===== src/hw/rtl/bpfm_ram.sv =====
// generic single-port-write, single-port-read ram with registered read data
`timescale 1ns / 1ps
module bpfm_ram #(
  parameter int WIDTH = 8,
  parameter int DEPTH = 64
) (
  input  logic                     clk,
  input  logic                     we,
  input  logic [$clog2(DEPTH)-1:0] waddr,
  input  logic [WIDTH-1:0]         wdata,
  input  logic [$clog2(DEPTH)-1:0] raddr,
  output logic [WIDTH-1:0]         rdata
);

  logic [WIDTH-1:0] mem [DEPTH];

  always_ff @(posedge clk) begin
    if (we) begin
      mem[waddr] <= wdata;
    end
    rdata <= mem[raddr];
  end

endmodule


===== config.mk =====
export PLATFORM = sky130hd
export DESIGN_NAME = bpfm_ram
export DESIGN_NICKNAME = d
export VERILOG_FILES = /design/src/hw/rtl/bpfm_ram.sv
export SDC_FILE = /design/constraint.sdc
export NUM_CORES = 1
export LEC_CHECK = 0
export BUFFER_PORTS_ARGS = -buffer_cell sky130_fd_sc_hd__buf_4
export CAP_MARGIN = 20
export CORE_ASPECT_RATIO = 1.4
export CORE_MARGIN = 2
export CORE_UTILIZATION = 40
export DETAILED_ROUTE_END_ITERATION = 8
export PLACE_DENSITY = 0.66
export SLEW_MARGIN = 10
export SYNTH_ARGS = -nofsm -noshare
export SYNTH_HDL_FRONTEND = slang
export SYNTH_SLANG_ARGS = --single-unit

===== constraint.sdc =====
create_clock -name clk -period 2.3 [get_ports clk]
set_input_delay 0.345 -clock clk [delete_from_list [all_inputs] [get_ports clk]]
set_output_delay 0.345 -clock clk [all_outputs]
set_load 0.01 [all_outputs]

==> results of run 1 <==
==> where the power goes <==
group / total [mW] / switching, mW / internal (mW) / leakage [nW]
clock network: 7.58 / 3.25 / 4.33 / 0.734
registers: 10.5 / 0.0320 / 10.5 / 4.67
logic: 1.07 / 0.626 / 0.446 / 2.12
total: 19.2 / 3.91 / 15.3 / 7.53
==> layer usage <==
metal,routed length [microns],vias up,part of all wire,GRT usage
met5,13,-,0.00028,0
met4,1470,2,0.032,0.0633
met3,2550,79,0.055,0.0246
met2,25500,356,0.55,0.332
met1,17000,5304,0.37,0.211
li1,-,4229,-,-
==> area by class of cell <==
class	instances	area [sq um]
multi-input cells	369	4320
repair buffers	155	1310
clock buffers	62	1270
fillers	3980	26400
well taps	643	805
flip-flops and latches	520	15500
clock inverters	21	208
==> sequential cells by signal, indices dropped and copies added (netlist names) <==
register  flops
mem         512
rdata         8
==> cells in the final DEF (no fill, tap or decap), types with 4 or more instances in the layout <==
cell type and count:
nand2b_1 7, o221ai_1 8, clkbuf_8 5, mux4_2 126, edfxtp_1 512, buf_4 143
clkinv_2 12, mux2_2 13, nand3_1 13, nand2_1 19, mux2i_1 23, a211oi_1 4
nor3_1 7, buf_12 11, clkbuf_1 11, o22ai_1 8, nor2b_1 14, bufinv_16 4
a221oi_1 6, nor2_1 83, dfxtp_1 8, clkbuf_16 47
==> cells by family (layout without fill, tap and decap cells) <==
group           count (synthesis)  in the layout  synth area share
buf+inv                        51            238            0.0157
compound gates                 54             54            0.0207
simple gates                  153            153            0.0339
mux                           162            162             0.159
flops                         520            520             0.770
==> path summary, 6_finish.rpt <==
kind / startpoint / end / slack (ns) / cells after the start
worst max-delay path: mem[29][4] / rdata[4] / 0.11 / 5
worst min-delay path: raddr[5] / rdata[6] / 0.19 / 3
worst max register to register: mem[29][4] / rdata[4] / 0.11 / 5
worst min register to register: mem[22][0] / rdata[0] / 0.84 / 4
==> worst reg2reg max path, cell delays in order (launching register included) <==
cell and delay [ns]:
edfxtp_1 0.36, mux4_2 0.47, mux2_2 0.29, o221a_2 0.31, nor3_1 0.46, o32ai_1 0.17
==> stage by stage <==
stage | util | setup WS [ns]
2_1_floorplan | - | 0.287
3_3_place_gp | 0.440 | -0.436
3_5_place_dp | 0.440 | -0.448
4_1_cts | 0.470 | 0.0584
5_1_grt | 0.470 | 0.0653
6_report | 0.470 | 0.106
==> impl_metrics.py, run 1 <==
metrics = {
    "die": {
        "rows": 97,
        "start_util": 0.404,
        "core-area_sq_um": 49900,
        "fp.dieW_microns": 194,
        "boundaryPins": 30,
        "die-area_sq_um": 52300,
        "die_h_microns": 270,
    },
    "logic_synthesis": {
        "ys_types": 40,
        "synth-seq-cells": 520,
        "synth-edff-count": 512,
        "yosysWarnings": 0,
        "ys_seq_area_frac": 0.770,
        "yosysTopAreaCellShare": 0.762,
        "syn_avg_cell_area_sq_um": 21.5,
        "synth.area.top_cells": "edfxtp_1, mux4_2, nor2_1",
        "synth.top_cells.by_count": "edfxtp_1, mux4_2, nor2_1",
        "synth_ff_type": "edfxtp_1",
        "syn-num-nets": 962,
        "synth_top_area_cell": "edfxtp_1",
        "netlist_area_sq_um": 20200,
        "syn_inst": 940,
        "ys_async_sr_fraction": 0,
        "yosysMostFrequentCell": "edfxtp_1",
    },
    "layout": {
        "final_design_area_no_fill_sq_um": 23400,
        "fin_nets": 1113,
        "antenna_cells": 0,
        "syn2layout_area_growth_pct": 16.2,
        "drive_gt1_frac": 0.324,
        "layout.cells.non_filler": 1770,
    },
    "timing": {
        "finalHoldViolCount": 0,
        "finClkSkew_ns": 0.0143,
        "slew_viol_final": 0,
        "min_period_over_period": 0.954,
        "min_period_ns": 2.19,
        "relSlewSlack": 0.519,
        "fmax_mhz": 456,
        "hold_ws_ns": 0.189,
        "finalSetupTns_ns": 0,
        "finalSetupViolations": 0,
        "max_slew.worst_pin.slew_ns": 0.721,
        "rsz0062_at_grt": "false",
    },
    "grt": {
        "grt_pass1_wl_microns": 68800,
        "grt_max_degree": 65,
        "grt_overflow": 0,
        "first_global_vias": 10400,
        "antenna_found_initial": 1,
        "grt_usage": 0.179,
    },
    "placed_design": {
        "dpl.hpwl_microns": 30600,
        "portBuffers": 29,
        "place_area_sq_um": 22000,
        "routabilityCongestion": 0.776,
        "dpl.cell_count": 1687,
    },
    "setup_path": {
        "required_ns": 2.72,
        "slowest_delay_ns": 0.47,
        "worstPathArrival_ns": 2.61,
        "crit_type": "register to register",
        "cp_slowest_cell": "mux4_2",
        "cp_max_fo": 1,
        "crit_buf_inv": 0,
        "startpoint_type": "register",
        "crit_chain": "mux4_2 > mux2_2 > o221a_2 > nor3_1 > o32ai_1",
        "crit_path_end_kind": "register",
        "critical-path-top-delay-family": "multiplexers",
    },
    "detailed_routing": {
        "drc_errors": 0,
        "routed_via_density": 5.63,
        "drt-wirelength-per-cell_microns": 26.3,
        "vias": 9970,
        "first_pass_iters": 5,
        "first_iter_violations": 910,
        "wl_microns": 46600,
        "detail-route-antenna-nets": 0,
    },
    "cts": {
        "clock-sinks": 520,
        "root_buffer": "clkbuf_16",
        "cts.repair.resized": 0,
        "cts_max_level": 2,
        "postCtsSetupBuffers": 0,
        "numCtsBuffers": 45,
        "cts_tree": "built",
        "clk_latency_ns": 0.57,
        "cts_hold_buf": 0,
        "max-clock-path-buffers": 3,
        "clkSlewWorstSetupHoldPaths_ns": 0.07,
    },
    "power_and_ir_drop": {
        "vdd_ir_drop_max_v": 0.000517,
        "p_leak_nw": 7.53,
        "power_mw": 19.2,
        "p_per_area_nw_per_um2": 818,
    },
    "status": {
        "status": "completed",
    },
    "hold_path": {
        "hp-class": "input pin to register",
    },
    "flow_run": {
        "drv_cap": 0,
    },
}
No activity file was read; power rests on OpenSTA's default activity.
==> run 2, diff against run 1 <==
--- a/config.mk
+++ b/config.mk
@@ -5,11 +5,13 @@
 export SDC_FILE = /design/constraint.sdc
 export NUM_CORES = 1
 export LEC_CHECK = 0
+export ABC_AREA = 1
 export BUFFER_PORTS_ARGS = -buffer_cell sky130_fd_sc_hd__buf_4
 export CAP_MARGIN = 20
 export CORE_ASPECT_RATIO = 1.4
 export CORE_MARGIN = 2
 export CORE_UTILIZATION = 40
+export CTS_CLUSTER_DIAMETER = 120
 export DETAILED_ROUTE_END_ITERATION = 8
 export PLACE_DENSITY = 0.66
 export SLEW_MARGIN = 10
==> run 2 against run 1 <==
Compared with the run above:
- combinational power up 20%
- area after synthesis rose by 5.8%
- synthesized cell count grew 92%
- final cell count rose by 48%
- critical path depth is 5 higher
- global-route usage up 1.9 points
- final area is 2.6% higher
- sequential power about the same
- count of clock-buffer cells in the layout shrank 11
- highest routed layer is now met4
==> impl_metrics.py, run 2 <==
metrics = {
    "status": {
        "status": "completed",
    },
    "detailed_routing": {
        "first_iter_violations": 1575,
        "detail-route-antenna-nets": 0,
        "vias": 13900,
        "wl_microns": 54100,
        "routed_via_density": 5.31,
        "drc_errors": 0,
        "drt-wirelength-per-cell_microns": 20.6,
        "first_pass_iters": 6,
    },
    "logic_synthesis": {
        "yosysWarnings": 0,
        "synth_ff_type": "edfxtp_1",
        "synth_top_area_cell": "edfxtp_1",
        "synth.top_cells.by_count": "nand2_1, edfxtp_1, nand3_1",
        "ys_seq_area_frac": 0.728,
        "netlist_area_sq_um": 21300,
        "synth.area.top_cells": "edfxtp_1, nand2_1, nand3_1",
        "syn_avg_cell_area_sq_um": 11.8,
        "synth-seq-cells": 520,
        "syn-num-nets": 1827,
        "yosysTopAreaCellShare": 0.720,
        "synth-edff-count": 512,
        "syn_inst": 1805,
        "yosysMostFrequentCell": "nand2_1",
        "ys_async_sr_fraction": 0,
        "ys_types": 16,
    },
    "layout": {
        "layout_commonest_cell": "nand2_1",
        "syn2layout_area_growth_pct": 12.8,
        "antenna_cells": 0,
        "largest_reg_flops": 512,
        "layout_common_cells": "nand2_1, edfxtp_1, nand3_1, buf_4, nor2_1",
        "drive_gt1_frac": 0.109,
        "largest-register": "mem",
        "final_util": 0.455,
        "top_regs": "mem x512, rdata x8",
        "layout.cells.non_filler": 2626,
        "fin_nets": 1899,
    },
    "cts": {
        "clock-sinks": 520,
        "clkSlewWorstSetupHoldPaths_ns": 0.07,
        "cts.repair.resized": 0,
        "numCtsBuffers": 44,
        "cts_hold_buf": 0,
        "clk_latency_ns": 0.57,
        "cts_max_level": 2,
        "max-clock-path-buffers": 3,
        "root_buffer": "clkbuf_16",
        "postCtsSetupBuffers": 0,
        "cts_tree": "built",
    },
    "grt": {
        "grt_usage": 0.198,
        "antenna_found_initial": 0,
        "grt_max_degree": 131,
        "first_global_vias": 13700,
        "grt_pass1_wl_microns": 81800,
        "grt_overflow": 0,
    },
    "power_and_ir_drop": {
        "p_per_area_nw_per_um2": 806,
        "p_leak_nw": 8.72,
        "vdd_ir_drop_max_v": 0.000560,
    },
    "die": {
        "core-area_sq_um": 52900,
        "fp.dieW_microns": 199,
        "start_util": 0.403,
        "boundaryPins": 30,
        "die_h_microns": 277,
        "rows": 100,
        "die-area_sq_um": 55200,
    },
    "setup_path": {
        "cp_slowest_cell": "buf_12",
        "cp_max_fo": 130,
        "crit_chain": "buf_6 > buf_12 > nand2_1 > nand3_1 > nand3_1 > nand2_1 > nand2_1 > nand3_1 > nand3_1 > nand2_1",
        "required_ns": 2.80,
        "startpoint_type": "input pin",
        "crit_path_end_kind": "register",
        "slowest_delay_ns": 0.35,
        "worstPathArrival_ns": 2.06,
        "crit_type": "input pin to register",
    },
    "timing": {
        "max_slew.worst_pin.slew_ns": 0.848,
        "fmax_mhz": 644,
        "slew_viol_final": 0,
        "min_period_over_period": 0.675,
        "finClkSkew_ns": 0.0179,
        "finalSetupTns_ns": 0,
        "finalHoldViolCount": 0,
        "relSlewSlack": 0.435,
        "finalSetupViolations": 0,
        "min_period_ns": 1.55,
        "rsz0062_at_grt": "false",
    },
    "placed_design": {
        "routabilityCongestion": 0.853,
        "dpl.cell_count": 2545,
        "portBuffers": 29,
        "dpl.hpwl_microns": 32900,
    },
    "flow_run": {
        "drv_cap": 0,
    },
    "hold_path": {
        "hp-class": "input pin to register",
    },
}
## run 2: changes by cell type in the layout (fill, tap and decap cells not counted), sizes merged, moves of 14 or more
cell and delta:
nor2b -14, mux2i -23, nor2 -27, nand2 +629, buf -15, nand3 +426
inv +15, mux4 -126
## run 2: metal layers
layer / part of all wire / vias to the layer above / GRT usage
li1: - / 6487 / -
met1: 0.37 / 6812 / 0.237
met2: 0.52 / 513 / 0.353
met3: 0.059 / 120 / 0.0253
met4: 0.042 / 0 / 0.0863
met5: 0 / - / 0
## run 2: final timing paths
check        startpoint       end  slack, ns  cells after the start
min            raddr[5]  rdata[3]        0.1                      3
min reg2reg   mem[4][4]  rdata[4]       0.80                      8
max            raddr[0]  rdata[5]       0.75                     10
max reg2reg  mem[45][5]  rdata[5]       0.85                      8
## run 2: power by group
group	leakage (nW)	switching [mW]	internal, mW
clock network	0.718	3.31	4.29
logic	3.33	0.934	0.341
registers	4.67	0.0385	10.5
total	8.72	4.29	15.1
## run 2: critical path: cells and delay by family
kind | cells | cell delay, ns
buffers and inverters | 2 | 0.47
and+or+nand+nor | 8 | 1.07
## run 2: layout make-up
cell class                 instances  area (sq um)
inverter                          12          52.6
sequential                       520         15500
multi-input combinational       1160          4950
clock inverter                    30           314
fill                            4719         28900
tap                              714           893
clock buffer                      51          1150
timing repair buffer             139          1170
## run 2: metrics by stage
stage	power [mW]	hold slack (ns)	cell area (sq um)	setup slack [ns]
2_1_floorplan	11.5	0.444	21300	0.189
3_3_place_gp	12.0	0.661	22600	0.243
3_5_place_dp	12.0	0.672	22600	0.219
4_1_cts	19.5	0.0780	24100	0.754
5_1_grt	20.0	0.104	24100	0.663
6_report	19.4	0.0963	24100	0.747
## run 2: logic make-up after synthesis
group	Yosys count	share of synthesized area
flops	520	0.728
buf+inv	125	0.0402
simple gates	1160	0.232
==> run 3, diff against run 2 <==
==> constraint.sdc (replaced) <==
create_clock -name clk -period 1.5 [get_ports clk]
set_input_delay 0.225 -clock clk [delete_from_list [all_inputs] [get_ports clk]]
set_output_delay 0.225 -clock clk [all_outputs]
set_load 0.01 [all_outputs]
==> run 3 against run 2 <==
Compared with the run above:
- combinational power grew 73%
- non-clock buffer count grew 51
- setup slack lost 0.65 ns
- critical path depth shrank 9
- sequential share of layout area shrank 2.9 points
- routed wire length grew 3.8%
- first-iteration DRC count shrank 14%
- global-route usage grew 0.79 points
- die area is the same
- flip-flop and latch count is the same
- sequential power grew 53%
==> impl_metrics.py, run 3 (synthesized netlist as in run 2, its figures left out) <==
metrics = {
    "cts": {
        "cts_tree": "built",
        "numCtsBuffers": 47,
        "postCtsSetupBuffers": 0,
        "max-clock-path-buffers": 3,
        "clkSlewWorstSetupHoldPaths_ns": 0.07,
        "root_buffer": "clkbuf_16",
        "clk_latency_ns": 0.58,
        "clock-sinks": 520,
        "cts_max_level": 2,
    },
    "die": {
        "fp.dieW_microns": 199,
        "boundaryPins": 30,
        "start_util": 0.403,
        "die-area_sq_um": 55200,
        "rows": 100,
        "die_h_microns": 277,
        "core-area_sq_um": 52900,
    },
    "placed_design": {
        "place_ws_ns": -0.418,
        "portBuffers": 29,
        "dpl.cell_count": 2595,
        "routabilityCongestion": 0.865,
        "dpl.hpwl_microns": 35900,
    },
    "layout": {
        "layout.cells.non_filler": 2682,
        "drive_gt1_frac": 0.154,
        "fin_nets": 1953,
        "syn2layout_area_growth_pct": 18.0,
        "largest_reg_flops": 512,
        "layout_commonest_cell": "nand2_1",
        "largest-register": "mem",
        "layout_common_cells": "nand2_1, edfxtp_1, nand3_1, buf_4, clkbuf_16",
        "antenna_cells": 0,
        "top_regs": "mem x512, rdata x8",
        "final_util": 0.476,
    },
    "status": {
        "status": "completed",
    },
    "power_and_ir_drop": {
        "power_mw": 30.8,
        "pwr-share-seq": 0.523,
        "p_comb_frac": 0.072,
        "internal_power_mw": 24.0,
        "swShare": 0.222,
        "pwr-share-clk": 0.404,
        "p_leak_nw": 9.14,
        "vdd_ir_drop_max_v": 0.000748,
        "p_per_area_nw_per_um2": 1220,
        "p_switching_mw": 6.84,
    },
    "grt": {
        "grt.busiest_layer": "met2",
        "met3_usage": 0.0243,
        "grt_pass1_wl_microns": 85000,
        "use_met2": 0.365,
        "antenna_found_initial": 0,
        "grt_usage": 0.206,
        "grt_overflow": 0,
        "first_global_vias": 14200,
        "met1_usage": 0.247,
        "grt_max_degree": 65,
    },
    "setup_path": {
        "worstPathArrival_ns": 1.18,
        "crit_path_end_kind": "output pin",
        "crit_type": "register to output pin",
        "cp_slowest_cell": "dfxtp_1",
        "startpoint_type": "register",
        "cp_max_fo": 1,
        "crit_chain": "buf_4",
        "critical-path-top-delay-family": "flip-flops",
        "slowest_delay_ns": 0.43,
        "crit_buf_inv": 1,
        "required_ns": 1.27,
    },
    "detailed_routing": {
        "first_iter_violations": 1352,
        "routed_via_density": 5.36,
        "drt-wirelength-per-cell_microns": 20.9,
        "detail-route-antenna-nets": 0,
        "first_pass_iters": 7,
        "wl_microns": 56200,
        "drc_errors": 0,
        "vias": 14400,
    },
    "timing": {
        "rsz0062_at_grt": "false",
        "max_slew.worst_pin.slew_ns": 0.932,
        "min_period_ns": 1.40,
        "finalHoldViolCount": 0,
        "hold_ws_ns": 0.0601,
        "relSlewSlack": 0.379,
        "fmax_mhz": 712,
        "setup_slack_ns": 0.0958,
        "slew_viol_final": 0,
        "min_period_over_period": 0.936,
        "finClkSkew_ns": 0.0223,
        "finalSetupViolations": 0,
    },
    "hold_path": {
        "hp-class": "input pin to register",
    },
    "flow_run": {
        "drv_cap": 0,
    },
}
==> run 3: cell count changes in the layout (fill, tap and decap cells not counted), sizes merged <==
cell	before	now
dlygate4sd3	0	1
bufinv	6	7
clkinvlp	1	5
clkinv	19	15
inv	16	12
clkbuf	51	59
buf	139	189
==> run 3: power by group through the flow <==
stage / registers (mW) / clock network, mW / logic, mW
detailed placement: 16.4 / 0 / 2.21
global route: 16.1 / 13.1 / 2.40
floorplan: 16.4 / 0 / 1.19
global placement: 16.4 / 0 / 2.18
CTS: 16.1 / 12.6 / 2.22
finish: 16.1 / 12.5 / 2.22
==> run 3: per-layer routing <==
| metal | share of wire | vias to the layer above | wire, microns |
|---|---|---|---|
| li1 | - | 6597 | - |
| met1 | 0.37 | 7073 | 20800 |
| met2 | 0.52 | 557 | 29400 |
| met3 | 0.059 | 143 | 3320 |
| met4 | 0.047 | 0 | 2670 |
| met5 | 0 | - | 0 |
==> run 3: path summary, 6_finish.rpt <==
path / start / to / slack (ns) / depth (start not counted)
max reg2reg: mem[59][3] / rdata[3] / 0.1 / 8
min: wdata[0] / mem[50][0] / 0.06 / 1
min reg2reg: mem[12][6] / rdata[6] / 0.81 / 8
max: rdata[6] / rdata[6] / 0.1 / 1
==> run 3: metrics by stage <==
stage | setup TNS, ns | area [sq um]
floorplan | -53.20 | 21700
global placement | -2.86 | 23600
detailed placement | -3.58 | 23600
CTS | 0 | 25200
global route | 0 | 25200
finish | 0 | 25200
==> run 3: layout make-up <==
class                   count  area, sq um
fillers                  4595        27700
flip-flops and latches    520        15500
multi-input cells        1160         5150
repair buffers            190         1950
clock buffers              59         1260
well taps                 714          893
clock inverters            27          329
inverters                  12         71.3
==> run 3: what timing repair did <==
item                                    CTS  global route
gates resized for setup                   0             0
hold buffers                              1             0
endpoints found under the setup margin    0             0
hold endpoints to repair                  3             0
